--- config.mk ---
export PLATFORM = sky130hd
export DESIGN_NAME = clt_step
export DESIGN_NICKNAME = d
export VERILOG_FILES = /design/src/clt_pkg.sv /design/src/clt_step.sv
export SDC_FILE = /design/constraint.sdc
export NUM_CORES = 1
export LEC_CHECK = 0
export CAP_MARGIN = 20
export CORE_AREA = 8 8 45 47
export DETAILED_ROUTE_END_ITERATION = 16
export DIE_AREA = 0 0 53 55
export DONT_BUFFER_PORTS = 1
export MAX_ROUTING_LAYER = met4
export PLACE_DENSITY = 0.49
export SLEW_MARGIN = 20
export SYNTH_ARGS = -nofsm -noshare
export SYNTH_HDL_FRONTEND = slang
export SYNTH_SLANG_ARGS = --single-unit
--- constraint.sdc ---
create_clock -name vclk -period 2.7
set_clock_uncertainty 0.1 [all_clocks]
set_input_delay 0.27 -clock vclk [all_inputs]
set_output_delay 0.27 -clock vclk [all_outputs]
set_load 0.02 [all_outputs]
--- src/clt_pkg.sv ---
// Package for the command-line tokenizer: parse modes, character codes,
// item and state types. No dependencies.
package clt_pkg;

  localparam int ArgW = 3;
  localparam logic [ArgW-1:0] ArgCap = 3'd7;

  localparam logic [7:0] CHAR_NUL = 8'h00;
  localparam logic [7:0] CHAR_SEMI = 8'h3B;
  localparam logic [7:0] CHAR_QUOTE = 8'h22;
  localparam logic [7:0] CHAR_SPACE = 8'h20;
  localparam logic [7:0] CHAR_TAB = 8'h09;
  localparam logic [7:0] CHAR_BSLASH = 8'h5C;

  typedef enum logic [1:0] {
    MODE_WS,
    MODE_TOKEN,
    MODE_STRING,
    MODE_ESCAPE
  } mode_t;

  typedef struct packed {
    mode_t parse_mode;
    mode_t saved_mode;
    logic [ArgW-1:0] arg_counter;
  } state_t;

  typedef struct packed {
    logic [7:0] char_out;
    logic token_start;
    logic [ArgW-1:0] arg_index;
    logic [ArgW-1:0] arg_total;
    logic segment_end;
    logic line_end;
    logic arg_overflow;
  } result_t;

endpackage

--- src/clt_step.sv ---
// Per-character decision of the tokenizer: classifies one byte against the
// parse state and gives the result item and the next state. Depends on clt_pkg.
module clt_step
  import clt_pkg::*;
(
  input  logic [7:0]      char_in,
  input  logic [ArgW-1:0] arg_limit,
  input  state_t          state,
  output result_t         result,
  output state_t          state_next
);

  always_comb begin
    logic want_start;
    mode_t mode_next;
    mode_t saved_next;
    logic [ArgW-1:0] count_next;

    want_start = 1'b0;
    mode_next = state.parse_mode;
    saved_next = state.saved_mode;
    count_next = state.arg_counter;
    result = '0;
    result.char_out = char_in;

    if (char_in == CHAR_NUL) begin
      result.line_end = 1'b1;
      result.char_out = CHAR_NUL;
    end else if (char_in == CHAR_SEMI && state.parse_mode != MODE_STRING &&
                 state.parse_mode != MODE_ESCAPE) begin
      result.segment_end = 1'b1;
      result.char_out = CHAR_NUL;
    end else if (state.parse_mode == MODE_ESCAPE) begin
      mode_next = state.saved_mode;
    end else if (state.parse_mode == MODE_STRING) begin
      if (char_in == CHAR_QUOTE) begin
        mode_next = MODE_WS;
        result.char_out = CHAR_NUL;
      end
    end else if (char_in == CHAR_SPACE || char_in == CHAR_TAB) begin
      mode_next = MODE_WS;
      result.char_out = CHAR_NUL;
    end else if (char_in == CHAR_QUOTE) begin
      mode_next = MODE_STRING;
      result.char_out = CHAR_NUL;
      want_start = 1'b1;
    end else if (char_in == CHAR_BSLASH) begin
      saved_next = state.parse_mode;
      mode_next = MODE_ESCAPE;
    end else begin
      want_start = (state.parse_mode == MODE_WS);
      mode_next = MODE_TOKEN;
    end

    if (want_start) begin
      if (state.arg_counter < arg_limit) begin
        result.token_start = 1'b1;
        result.arg_index = state.arg_counter;
        count_next = state.arg_counter + 3'd1;
      end else begin
        result.arg_overflow = 1'b1;
      end
    end
    result.arg_total = count_next;

    if (result.line_end || result.segment_end) begin
      state_next.parse_mode = MODE_WS;
      state_next.saved_mode = MODE_WS;
      state_next.arg_counter = '0;
    end else begin
      state_next.parse_mode = mode_next;
      state_next.saved_mode = saved_next;
      state_next.arg_counter = count_next;
    end
  end

endmodule

Word-level counts from Yosys, hierarchy flattened
Index checks and enable logic that the tools add are counted.

storage, ports and cells
  register bits after elaboration = 0
  bits of input ports = 18
  output and inout bits = 25
  word-level logic and storage cells = 55

operators by class
  add/subtract/negate cells = 1
  magnitude comparators = 1
  eq/ne operators = 9
  muxes and demuxes = 38
  reductions and logical operators = 6

operator list
  operator             count
  $mux 8               6
  $mux 2               15
  $eq 8x6->1 const B   3
  $mux 1               12
  $eq 8x4->1 const B   1
  $eq 8x7->1 const B   1
  $logic_not 8->1      1
  $mux 4               2
  $mux 7               1
  $mux 3               2
  $eq 2x2->1 const B   2
  $ne 2x2->1 const B   2
  $add 3x1->3 const B  1
  $lt 3x3->1           1
  $logic_and 1x1->1    2
  $logic_not 2->1      1
  $logic_or 1x1->1     2

Depth between registers and ports, before layout
Gate-level depths: netlist (run 1).

  depth after elaboration = 10
  mapped depth = 7
  mapped depth without buffers = 7

Worst setup path before layout (run 1)
OpenSTA, ideal clock, no wires.

  path type = input to output
  start = input char_in[2]
  end = output result[4] in the netlist's numbering
  arrival = 2.231 ns
  data required time = 2.330 ns
  slack = 0.099 ns
  stages = 6
  path buffers = 1
  cells stage by stage = or4_4 > nor4b_2 > nor2_1 > and3_4 > buf_6 > mux2_4

RTL lines
  item         line           text
  from (decl)  clt_step.sv:6  input logic [7:0] char_in,
  to (decl)    clt_step.sv:9  output result_t result,

==> results of run 1 <==
kinds of logic (layout without fill, tap and decap cells):
family                   Yosys count  after routing
AO/OA/AOI/OAI                     11             11
XOR/XNOR                           1              1
adder cells (fa/ha/maj)            4              4
buffers and inverters             13             11
multiplexers                       5              5
AND/OR/NAND/NOR                   41             41
critical path, stage by stage:
cell and delay (ps):
or4_4 550, nor4_1 260, o2111a_2 300, nand4_1 160, o22ai_1 470
power by group:
| part | leakage [nW] | switching [mW] | total (mW) | internal [mW] |
|---|---|---|---|---|
| sequential | 0 | 0 | 0 | 0 |
| clock | 0 | 0 | 0 | 0 |
| combinational | 0.254 | 0.0455 | 0.0720 | 0.0265 |
placed cells by master, fill, tap and decap left out:
master / count
and3b_1: 1
nor2b_1: 2
mux2i_1: 3
or3b_2: 1
and3_4: 1
xnor2_1: 1
nand3_1: 2
nand2_1: 5
mux2_1: 1
and4bb_2: 1
nor4_1: 1
ha_1: 4
nor4b_2: 1
or2_1: 1
a21o_1: 2
buf_4: 4
o21ai_1: 1
mux2_4: 1
a21oi_1: 1
nand3b_1: 1
and3_1: 3
o2bb2ai_1: 1
and2_1: 2
o2111a_2: 1
nor3b_1: 3
or4_4: 1
nor2_1: 11
or4_1: 1
and4_1: 1
o21ai_0: 1
nand4_1: 2
o22ai_1: 1
a211oi_1: 2
a211o_1: 1
inv_1: 7
layout make-up:
type | instances | area (um^2)
Fill cell | 165 | 858
Inverter | 7 | 26.3
Multi-Input combinational cell | 62 | 449
Tap cell | 16 | 20.0
Timing Repair Buffer | 4 | 30.0
per-stage QoR:
stage	cell area (um^2)	std cells	hold WS, ps	setup slack [ps]	util (%)
after floorplan	507	75	499	98.8	-
after global placement	526	89	440	329	38.0
after detailed placement	526	89	440	312	38.0
after CTS	526	89	440	312	38.0
after global routing	526	89	440	244	38.0
final	526	89	440	323	38.0
routing by layer:
layer / up-vias / track usage, % / share of wire, %
met5: - / - / 0
met4: 0 / 0 / 0
li1: 266 / - / -
met1: 252 / 11.3 / 38
met3: 0 / 2.41 / 11
met2: 27 / 18.8 / 51
how the worst min path moves through the flow:
stage / start / endpoint / slack [ps] / depth (start not counted)
CTS: char_in[7] / result[17] / 440 / 0
global placement: char_in[7] / result[17] / 440 / 0
detailed placement: char_in[7] / result[17] / 440 / 0
floorplan: char_in[0] / result[1] / 500 / 1
global route: char_in[6] / result[16] / 440 / 0
finish: char_in[6] / result[16] / 440 / 0
==> summary.txt, run 1 <==
Run status
  • Outcome: completed

Synthesis
  • Gate Count Post-Synth: 75
  • Most frequent cell after synthesis: nor2_1
  • Netlist cell types: 37
  • Largest family of logic cells by synthesized area: simple AND/OR/NAND/NOR gates
  • Synth Area in Compound Gates: between 10% and 20%
  • Yosys Warn Count: 0
  • Xor/xnor cell area share of the yosys netlist: approximately 1.7%
  • Mux contribution to synthesized area: 11.1%
  • Top cell type by total area after synthesis: ha_1
  • Avg Synthesized Cell Area: a little under 7 um^2
  • Synth top area cells: ha_1 (9.9%), nor2_1 (8.1%), mux2i_1 (5.9%)
  • Synth cell count leaders: nor2_1 (11), inv_1 (7), nand2_1 (5), clkbuf_1 (4), ha_1 (4)
  • Syn Std Cell Area: around 500 um^2
  • Simple-Gate Fraction of Synth Area: between 40% and 50%
  • Post-synthesis adder-cell area fraction: 9.88%
  • Share of the synthesized area in the top cell type: 9.88%
  • Mapped Nets: slightly below 100
  • Sequential element share of the synthesized area: 0%

Power and ir drop
  • Peak supply drop: 0.0430 mV
  • PD cells: roughly 140 mW/mm^2
  • Total power: 0.0720 mW
  • Pleak: between 0.2 and 0.3 nW

Global route
  • Total Routing Usage GR: roughly 10%
  • Global-route wire length before repair: between 2000 and 2500 um
  • Pin count of the biggest net entering global routing: 9
  • Vias in the first global route: approximately 540
  • Overflow after GRT: 0
  • Initial antenna violation count: 0

CTS
  • Postcts setup bufs: 0
  • # hold bufs at CTS: 0
  • Post_cts resized: 0

Floorplan
  • Initial Util: a little over a third
  • # IOs: 43
  • Die X: 53 um
  • Full die area: between 0.002 and 0.003 mm^2
  • Die height: around 55 um
  • Core ar.: 0.00138 mm^2
  • Site Rows: 14

Routing
  • Final WL: 1510 um
  • Via/cell ratio: around 6.1
  • Avg WL per Cell: ~17 um
  • Total number of vias: 545
  • DR DRC count: 0
  • Iter 0 DRT Violations: 4
  • Antenna-violating nets left: 0
  • Drt first pass iters: 4

Hold path
  • Type of the tightest min-delay check: primary input to primary output

Critical path
  • CP startpoint: char_in[2]
  • Kind of end point of the critical path: primary output
  • Startpoint types: primary input
  • Critical Path End: state_next[2]
  • Worst Path Arrival: roughly 2000 ps
  • CP Class: primary input to primary output
  • Req. time, crit path: about 2300 ps
  • Top fanout value on the critical path: 7

Final layout
  • Clock buffers: 0
  • Num sequential: 0
  • Syn-to-layout area delta: 3.70%
  • Fraction of layout instances using a drive strength above 1: between 15 and 20%
  • Register area: 0 um^2
  • Antenna diodes: 0
  • Layout net count: 97

Timing
  • Final max-slew violation count: 0
  • Min cycle time layout: about 2400 ps
  • Worst Max-Slew Pin Slew: 706 ps
  • RSZ-0062 raised after global routing: no
  • Fmax: around 420 MHz
  • Fin crit share: 88.1%
  • Rel. slew slack: between 50% and 60%
  • Fin. Hold Viols: 0
  • Setup_tns: 0 ps
  • Final setup fails: 0

Placement
  • Port Buffers: 0
  • DP Wirelength: approximately 1300 um
  • Gpl congestion: 0.777

Flow run
  • Max cap viols: 0
Note: power is estimated with default switching activity, not from simulation.
==> inputs of run 2 (changes only) <==
--- a/config.mk
+++ b/config.mk
@@ -11,7 +11,8 @@
 export DIE_AREA = 0 0 53 55
 export DONT_BUFFER_PORTS = 1
 export MAX_ROUTING_LAYER = met4
-export PLACE_DENSITY = 0.49
+export PLACE_DENSITY_LB_ADDON = 0.25
+export REMOVE_ABC_BUFFERS = 1
 export SLEW_MARGIN = 20
 export SYNTH_ARGS = -nofsm -noshare
 export SYNTH_HDL_FRONTEND = slang
==> run 2 against run 1 <==
  * Combinational power up 3%
  * Clock-buffer cell count unchanged
  * Final cell count up 1.1%
  * Via count down 3.7%
==> summary.txt, run 2 (synthesized netlist as in run 1, its figures left out) <==
Final layout
  • Clock buffers: 0 (unchanged)
  • Non-Filler Instances: 90 (was 89)
  • Layout net count: 98 (was 97)
  • Antenna diodes: 0 (unchanged)
  • Fraction of layout instances using a drive strength above 1: 16.2% (was 15.1%)
  • Most frequent cells in the layout: nor2_1 (11), inv_1 (7), nand2_1 (5), buf_4 (5), ha_1 (4) (was nor2_1 (11), inv_1 (7), nand2_1 (5))
  • Commonest non-fill, non-tap cell in the layout: nor2_1 (unchanged)
  • Syn-to-layout area delta: 5.19% (was 3.70%)
  • Final Cell Area: 533 um^2 (was 526 um^2)
  • Register area: 0 um^2 (unchanged)
  • Num sequential: 0 (unchanged)

Floorplan
  • Die height: 55 um (unchanged)
  • Site Rows: 14 (unchanged)
  • Die X: 53 um (unchanged)
  • # IOs: 43 (unchanged)
  • Initial Util: 36.6% (unchanged)
  • Full die area: 0.00292 mm^2 (unchanged)
  • Core ar.: 0.00138 mm^2 (unchanged)

CTS
  • Postcts setup bufs: 0 (unchanged)
  • # hold bufs at CTS: 0 (unchanged)
  • Post_cts resized: 0 (unchanged)

Timing
  • Final setup fails: 0 (unchanged)
  • RSZ-0062 raised after global routing: no (unchanged)
  • Fin. Hold Viols: 0 (unchanged)
  • Setup_tns: 0 ps (unchanged)
  • Fmax: 422 MHz (was 421 MHz)
  • Min cycle time layout: 2370 ps (was 2380 ps)
  • Rel. slew slack: 52.1% (was 52.8%)
  • Worst Max-Slew Pin Slew: 717 ps (was 706 ps)
  • Final setup margin: 330 ps (was 323 ps)
  • Fin crit share: 87.8% (was 88.1%)
  • Hold WS: 440 ps (about the same)
  • Final max-slew violation count: 0 (unchanged)

Placement
  • Port Buffers: 0 (unchanged)
  • DP Wirelength: 1210 um (was 1290 um)
  • DP Area: 533 um^2 (was 526 um^2)
  • Dpl ws: 327 ps (was 312 ps)
  • Gpl congestion: 0.703 (was 0.777)
  • Inst Count DP: 90 (was 89)

Run status
  • Outcome: completed (unchanged)

Global route
  • Global-route wire length before repair: 2030 um (was 2370 um)
  • Pin count of the biggest net entering global routing: 9 (unchanged)
  • Overflow after GRT: 0 (unchanged)
  • Initial antenna violation count: 0 (unchanged)
  • Vias in the first global route: 488 (was 536)
  • Total Routing Usage GR: 8.59% (was 10.1%)

Critical path
  • Top fanout value on the critical path: 5 (was 7)
  • Req. time, crit path: 2330 ps (about the same)
  • Kind of end point of the critical path: primary output (unchanged)
  • CP Class: primary input to primary output (unchanged)
  • Worst Path Arrival: 2000 ps (was 2010 ps)
  • Startpoint types: primary input (unchanged)

Flow run
  • Max cap viols: 0 (unchanged)

Hold path
  • Type of the tightest min-delay check: primary input to primary output (unchanged)

Routing
  • Final WL: 1390 um (was 1510 um)
  • Avg WL per Cell: 15.5 um (was 17.0 um)
  • Antenna-violating nets left: 0 (unchanged)
  • Via/cell ratio: 5.83 (was 6.12)
  • DR DRC count: 0 (unchanged)
  • Total number of vias: 525 (was 545)
  • Iter 0 DRT Violations: 0 (was 4)
  • Drt first pass iters: 1 (was 4)

Power and ir drop
  • Switching share of total power: 62.5% (was 63.1%)
  • Gate power share: 100.0% (about the same)
  • PD cells: 139 mW/mm^2 (was 137 mW/mm^2)
  • Clock share of power: 0% (about the same)
  • Pleak: 0.259 nW (was 0.254 nW)
  • Net Sw Power: 0.0462 mW (was 0.0455 mW)
  • Peak supply drop: 0.0521 mV (was 0.0430 mV)
  • Internal Pwr Total: 0.0278 mW (was 0.0265 mW)
  • Sequential fraction of design power: 0% (about the same)
run 2: cell count changes in the layout (fill, tap and decap cells not counted):
cell,before,now
buf_4,4,5
run 2: path summary, 6_finish.rpt:
| kind | from | to | slack [ps] | depth (start not counted) |
|---|---|---|---|---|
| hold / removal | char_in[2] | result[12] | 440 | 0 |
| setup / recovery | char_in[2] | state_next[6] | 330 | 5 |
run 2: power by group through the flow:
| stage | clock [mW] | combinational (mW) | sequential, mW |
|---|---|---|---|
| 4_1_cts | 0 | 0.0751 | 0 |
| 3_3_place_gp | 0 | 0.0737 | 0 |
| 6_report | 0 | 0.0739 | 0 |
| 3_5_place_dp | 0 | 0.0749 | 0 |
| 2_1_floorplan | 0 | 0.0621 | 0 |
| 5_1_grt | 0 | 0.0813 | 0 |
run 2: critical path, stage by stage:
cell and delay [ps]:
or4_4 540, or4_1 560, and3_1 220, a211oi_1 220, buf_4 180
run 2: cell type report:
cell class | count | area, um^2
repair buffers | 5 | 37.5
fillers | 155 | 851
inverters | 7 | 26.3
multi-input cells | 62 | 449
well taps | 16 | 20.0
run 2: stage by stage:
step	total power [mW]	utilization, %
after floorplan	0.0621	-
after global placement	0.0737	38.5
after detailed placement	0.0749	38.5
after CTS	0.0751	38.5
after global routing	0.0813	38.5
final	0.0739	38.5
run 2: routing by layer:
layer  up-vias  routed length, um  track usage (%)
met3         0                119             1.60
li1        267                  -                -
met5         -                  0                -
met2        18                709             15.0
met4         0                  0                0
met1       240                563             10.6
==> inputs of run 3 (changes only) <==
--- a/config.mk
+++ b/config.mk
@@ -6,9 +6,9 @@
 export NUM_CORES = 1
 export LEC_CHECK = 0
 export CAP_MARGIN = 20
-export CORE_AREA = 8 8 45 47
+export CORE_AREA = 2 2 39 41
 export DETAILED_ROUTE_END_ITERATION = 16
-export DIE_AREA = 0 0 53 55
+export DIE_AREA = 0 0 41 43
 export DONT_BUFFER_PORTS = 1
 export MAX_ROUTING_LAYER = met4
 export PLACE_DENSITY_LB_ADDON = 0.25
==> run 3 against run 2 <==
  * Critical path depth unchanged
  * Worst hold slack barely moved
  * Fmax up 0.55%
  * Sequential share of layout area unchanged
  * Total power is 2.9% lower
  * Global-route usage increased by 4.9 points
  * Combinational power shrank 2.8%
  * Via count increased by 1.9%
==> summary.txt, run 3 (synthesized netlist as in run 1, its figures left out) <==
Placement
  • Port Buffers: 0 (unchanged)
  • DP Wirelength: 1000 um (was 1210 um)
  • DP Area: 526 um^2 (was 533 um^2)
  • Gpl congestion: 0.704 (was 0.703)

Global route
  • Met3 usage: 1.05% (was 1.60%)
  • Vias in the first global route: 440 (was 488)
  • Total Routing Usage GR: 13.5% (was 8.59%)
  • Pin count of the biggest net entering global routing: 9 (unchanged)
  • Global-route wire length before repair: 1760 um (was 2030 um)
  • Grt met2 use: 22.5% (was 15.0%)
  • GR Util met1: 18.4% (was 10.6%)
  • Initial antenna violation count: 0 (unchanged)
  • GRT Max-Usage Layer: met2 (unchanged)
  • Overflow after GRT: 0 (unchanged)

CTS
  • Postcts setup bufs: 0 (unchanged)
  • # hold bufs at CTS: 0 (unchanged)
  • Post_cts resized: 0 (unchanged)

Timing
  • Rel. slew slack: 54.3% (was 52.1%)
  • Setup_tns: 0 ps (unchanged)
  • RSZ-0062 raised after global routing: no (unchanged)
  • Fmax: 424 MHz (was 422 MHz)
  • Fin. Hold Viols: 0 (unchanged)
  • Fin crit share: 87.3% (was 87.8%)
  • Min cycle time layout: 2360 ps (was 2370 ps)
  • Worst Max-Slew Pin Slew: 685 ps (was 717 ps)
  • Final setup fails: 0 (unchanged)
  • Final max-slew violation count: 0 (unchanged)
  • Hold WS: 440 ps (about the same)

Critical path
  • Worst Path Arrival: 1990 ps (was 2000 ps)
  • Top fanout value on the critical path: 5 (unchanged)
  • Startpoint types: primary input (unchanged)
  • Req. time, crit path: 2330 ps (about the same)
  • CP Class: primary input to primary output (unchanged)
  • CP startpoint: char_in[2] (unchanged)
  • Kind of end point of the critical path: primary output (unchanged)

Routing
  • Avg WL per Cell: 13.3 um (was 15.5 um)
  • Antenna-violating nets left: 0 (unchanged)
  • Via/cell ratio: 6.01 (was 5.83)
  • Final WL: 1180 um (was 1390 um)
  • Total number of vias: 535 (was 525)
  • Drt first pass iters: 2 (was 1)
  • Iter 0 DRT Violations: 3 (was 0)
  • DR DRC count: 0 (unchanged)

Run status
  • Outcome: completed (unchanged)

Final layout
  • Util after Layout: 38.0% (was 38.5%)
  • Clock buffers: 0 (unchanged)
  • Final Cell Area: 526 um^2 (was 533 um^2)
  • Commonest non-fill, non-tap cell in the layout: nor2_1 (unchanged)
  • Fillers: 169 (was 155)
  • Layout net count: 97 (was 98)
  • Syn-to-layout area delta: 3.70% (was 5.19%)
  • Register area: 0 um^2 (unchanged)
  • Antenna diodes: 0 (unchanged)
  • Fraction of layout instances using a drive strength above 1: 15.1% (was 16.2%)
  • Num sequential: 0 (unchanged)
  • Most frequent cells in the layout: nor2_1 (11), inv_1 (7), nand2_1 (5) (was nor2_1 (11), inv_1 (7), nand2_1 (5), buf_4 (5), ha_1 (4))

Floorplan
  • Die X: 41 um (was 53 um)
  • Full die area: 0.00176 mm^2 (was 0.00292 mm^2)
  • Initial Util: 36.6% (unchanged)
  • Site Rows: 14 (unchanged)
  • # IOs: 43 (unchanged)
  • Core ar.: 0.00138 mm^2 (unchanged)
  • Die height: 43 um (was 55 um)

Hold path
  • Min-delay src: char_in[7] (was char_in[2])
  • Type of the tightest min-delay check: primary input to primary output (unchanged)

Power and ir drop
  • Peak supply drop: 0.0515 mV (was 0.0521 mV)
  • PD cells: 137 mW/mm^2 (was 139 mW/mm^2)
  • Pleak: 0.254 nW (was 0.259 nW)

Flow run
  • Max cap viols: 0 (unchanged)
## run 3: cell types whose count changed in the layout (fill, tap and decap cells not counted)
cell,previous run,this run
buf_4,5,4
## run 3: cell type report
class / instances / area (um^2) / share of cell area (%)
inverter: 7 / 26.3 / 5.00
multi-input combinational: 62 / 449 / 85.5
tap: 16 / 20.0 / 3.81
timing repair buffer: 4 / 30.0 / 5.71
## run 3: metrics by stage
stage          worst slack [ps]  cells  power (mW)
5_1_grt                     253     89      0.0788
4_1_cts                     328     89      0.0727
3_5_place_dp                329     89      0.0722
3_3_place_gp                353     89      0.0709
6_report                    343     89      0.0718
2_1_floorplan               180     69      0.0621
## run 3: critical path, stage by stage
cell and delay (ps):
or4_4 550, or4_1 560, and3_1 220, a211oi_1 210
buf_4 180
## run 3: report_power, final
part / switching, mW / internal (mW)
sequential: 0 / 0
clock: 0 / 0
combinational: 0.0451 / 0.0267
total: 0.0451 / 0.0267
## run 3: path summary, 6_finish.rpt
check,endpoint,slack (ps),cells past startpoint
max,state_next[6],340,5
min,result[17],440,0
## run 3: metal layers
| layer | vias up | routed length [um] |
|---|---|---|
| met1 | 243 | 493 |
| met5 | - | 0 |
| met3 | 0 | 111 |
| li1 | 263 | - |
| met2 | 29 | 578 |
| met4 | 0 | 0 |
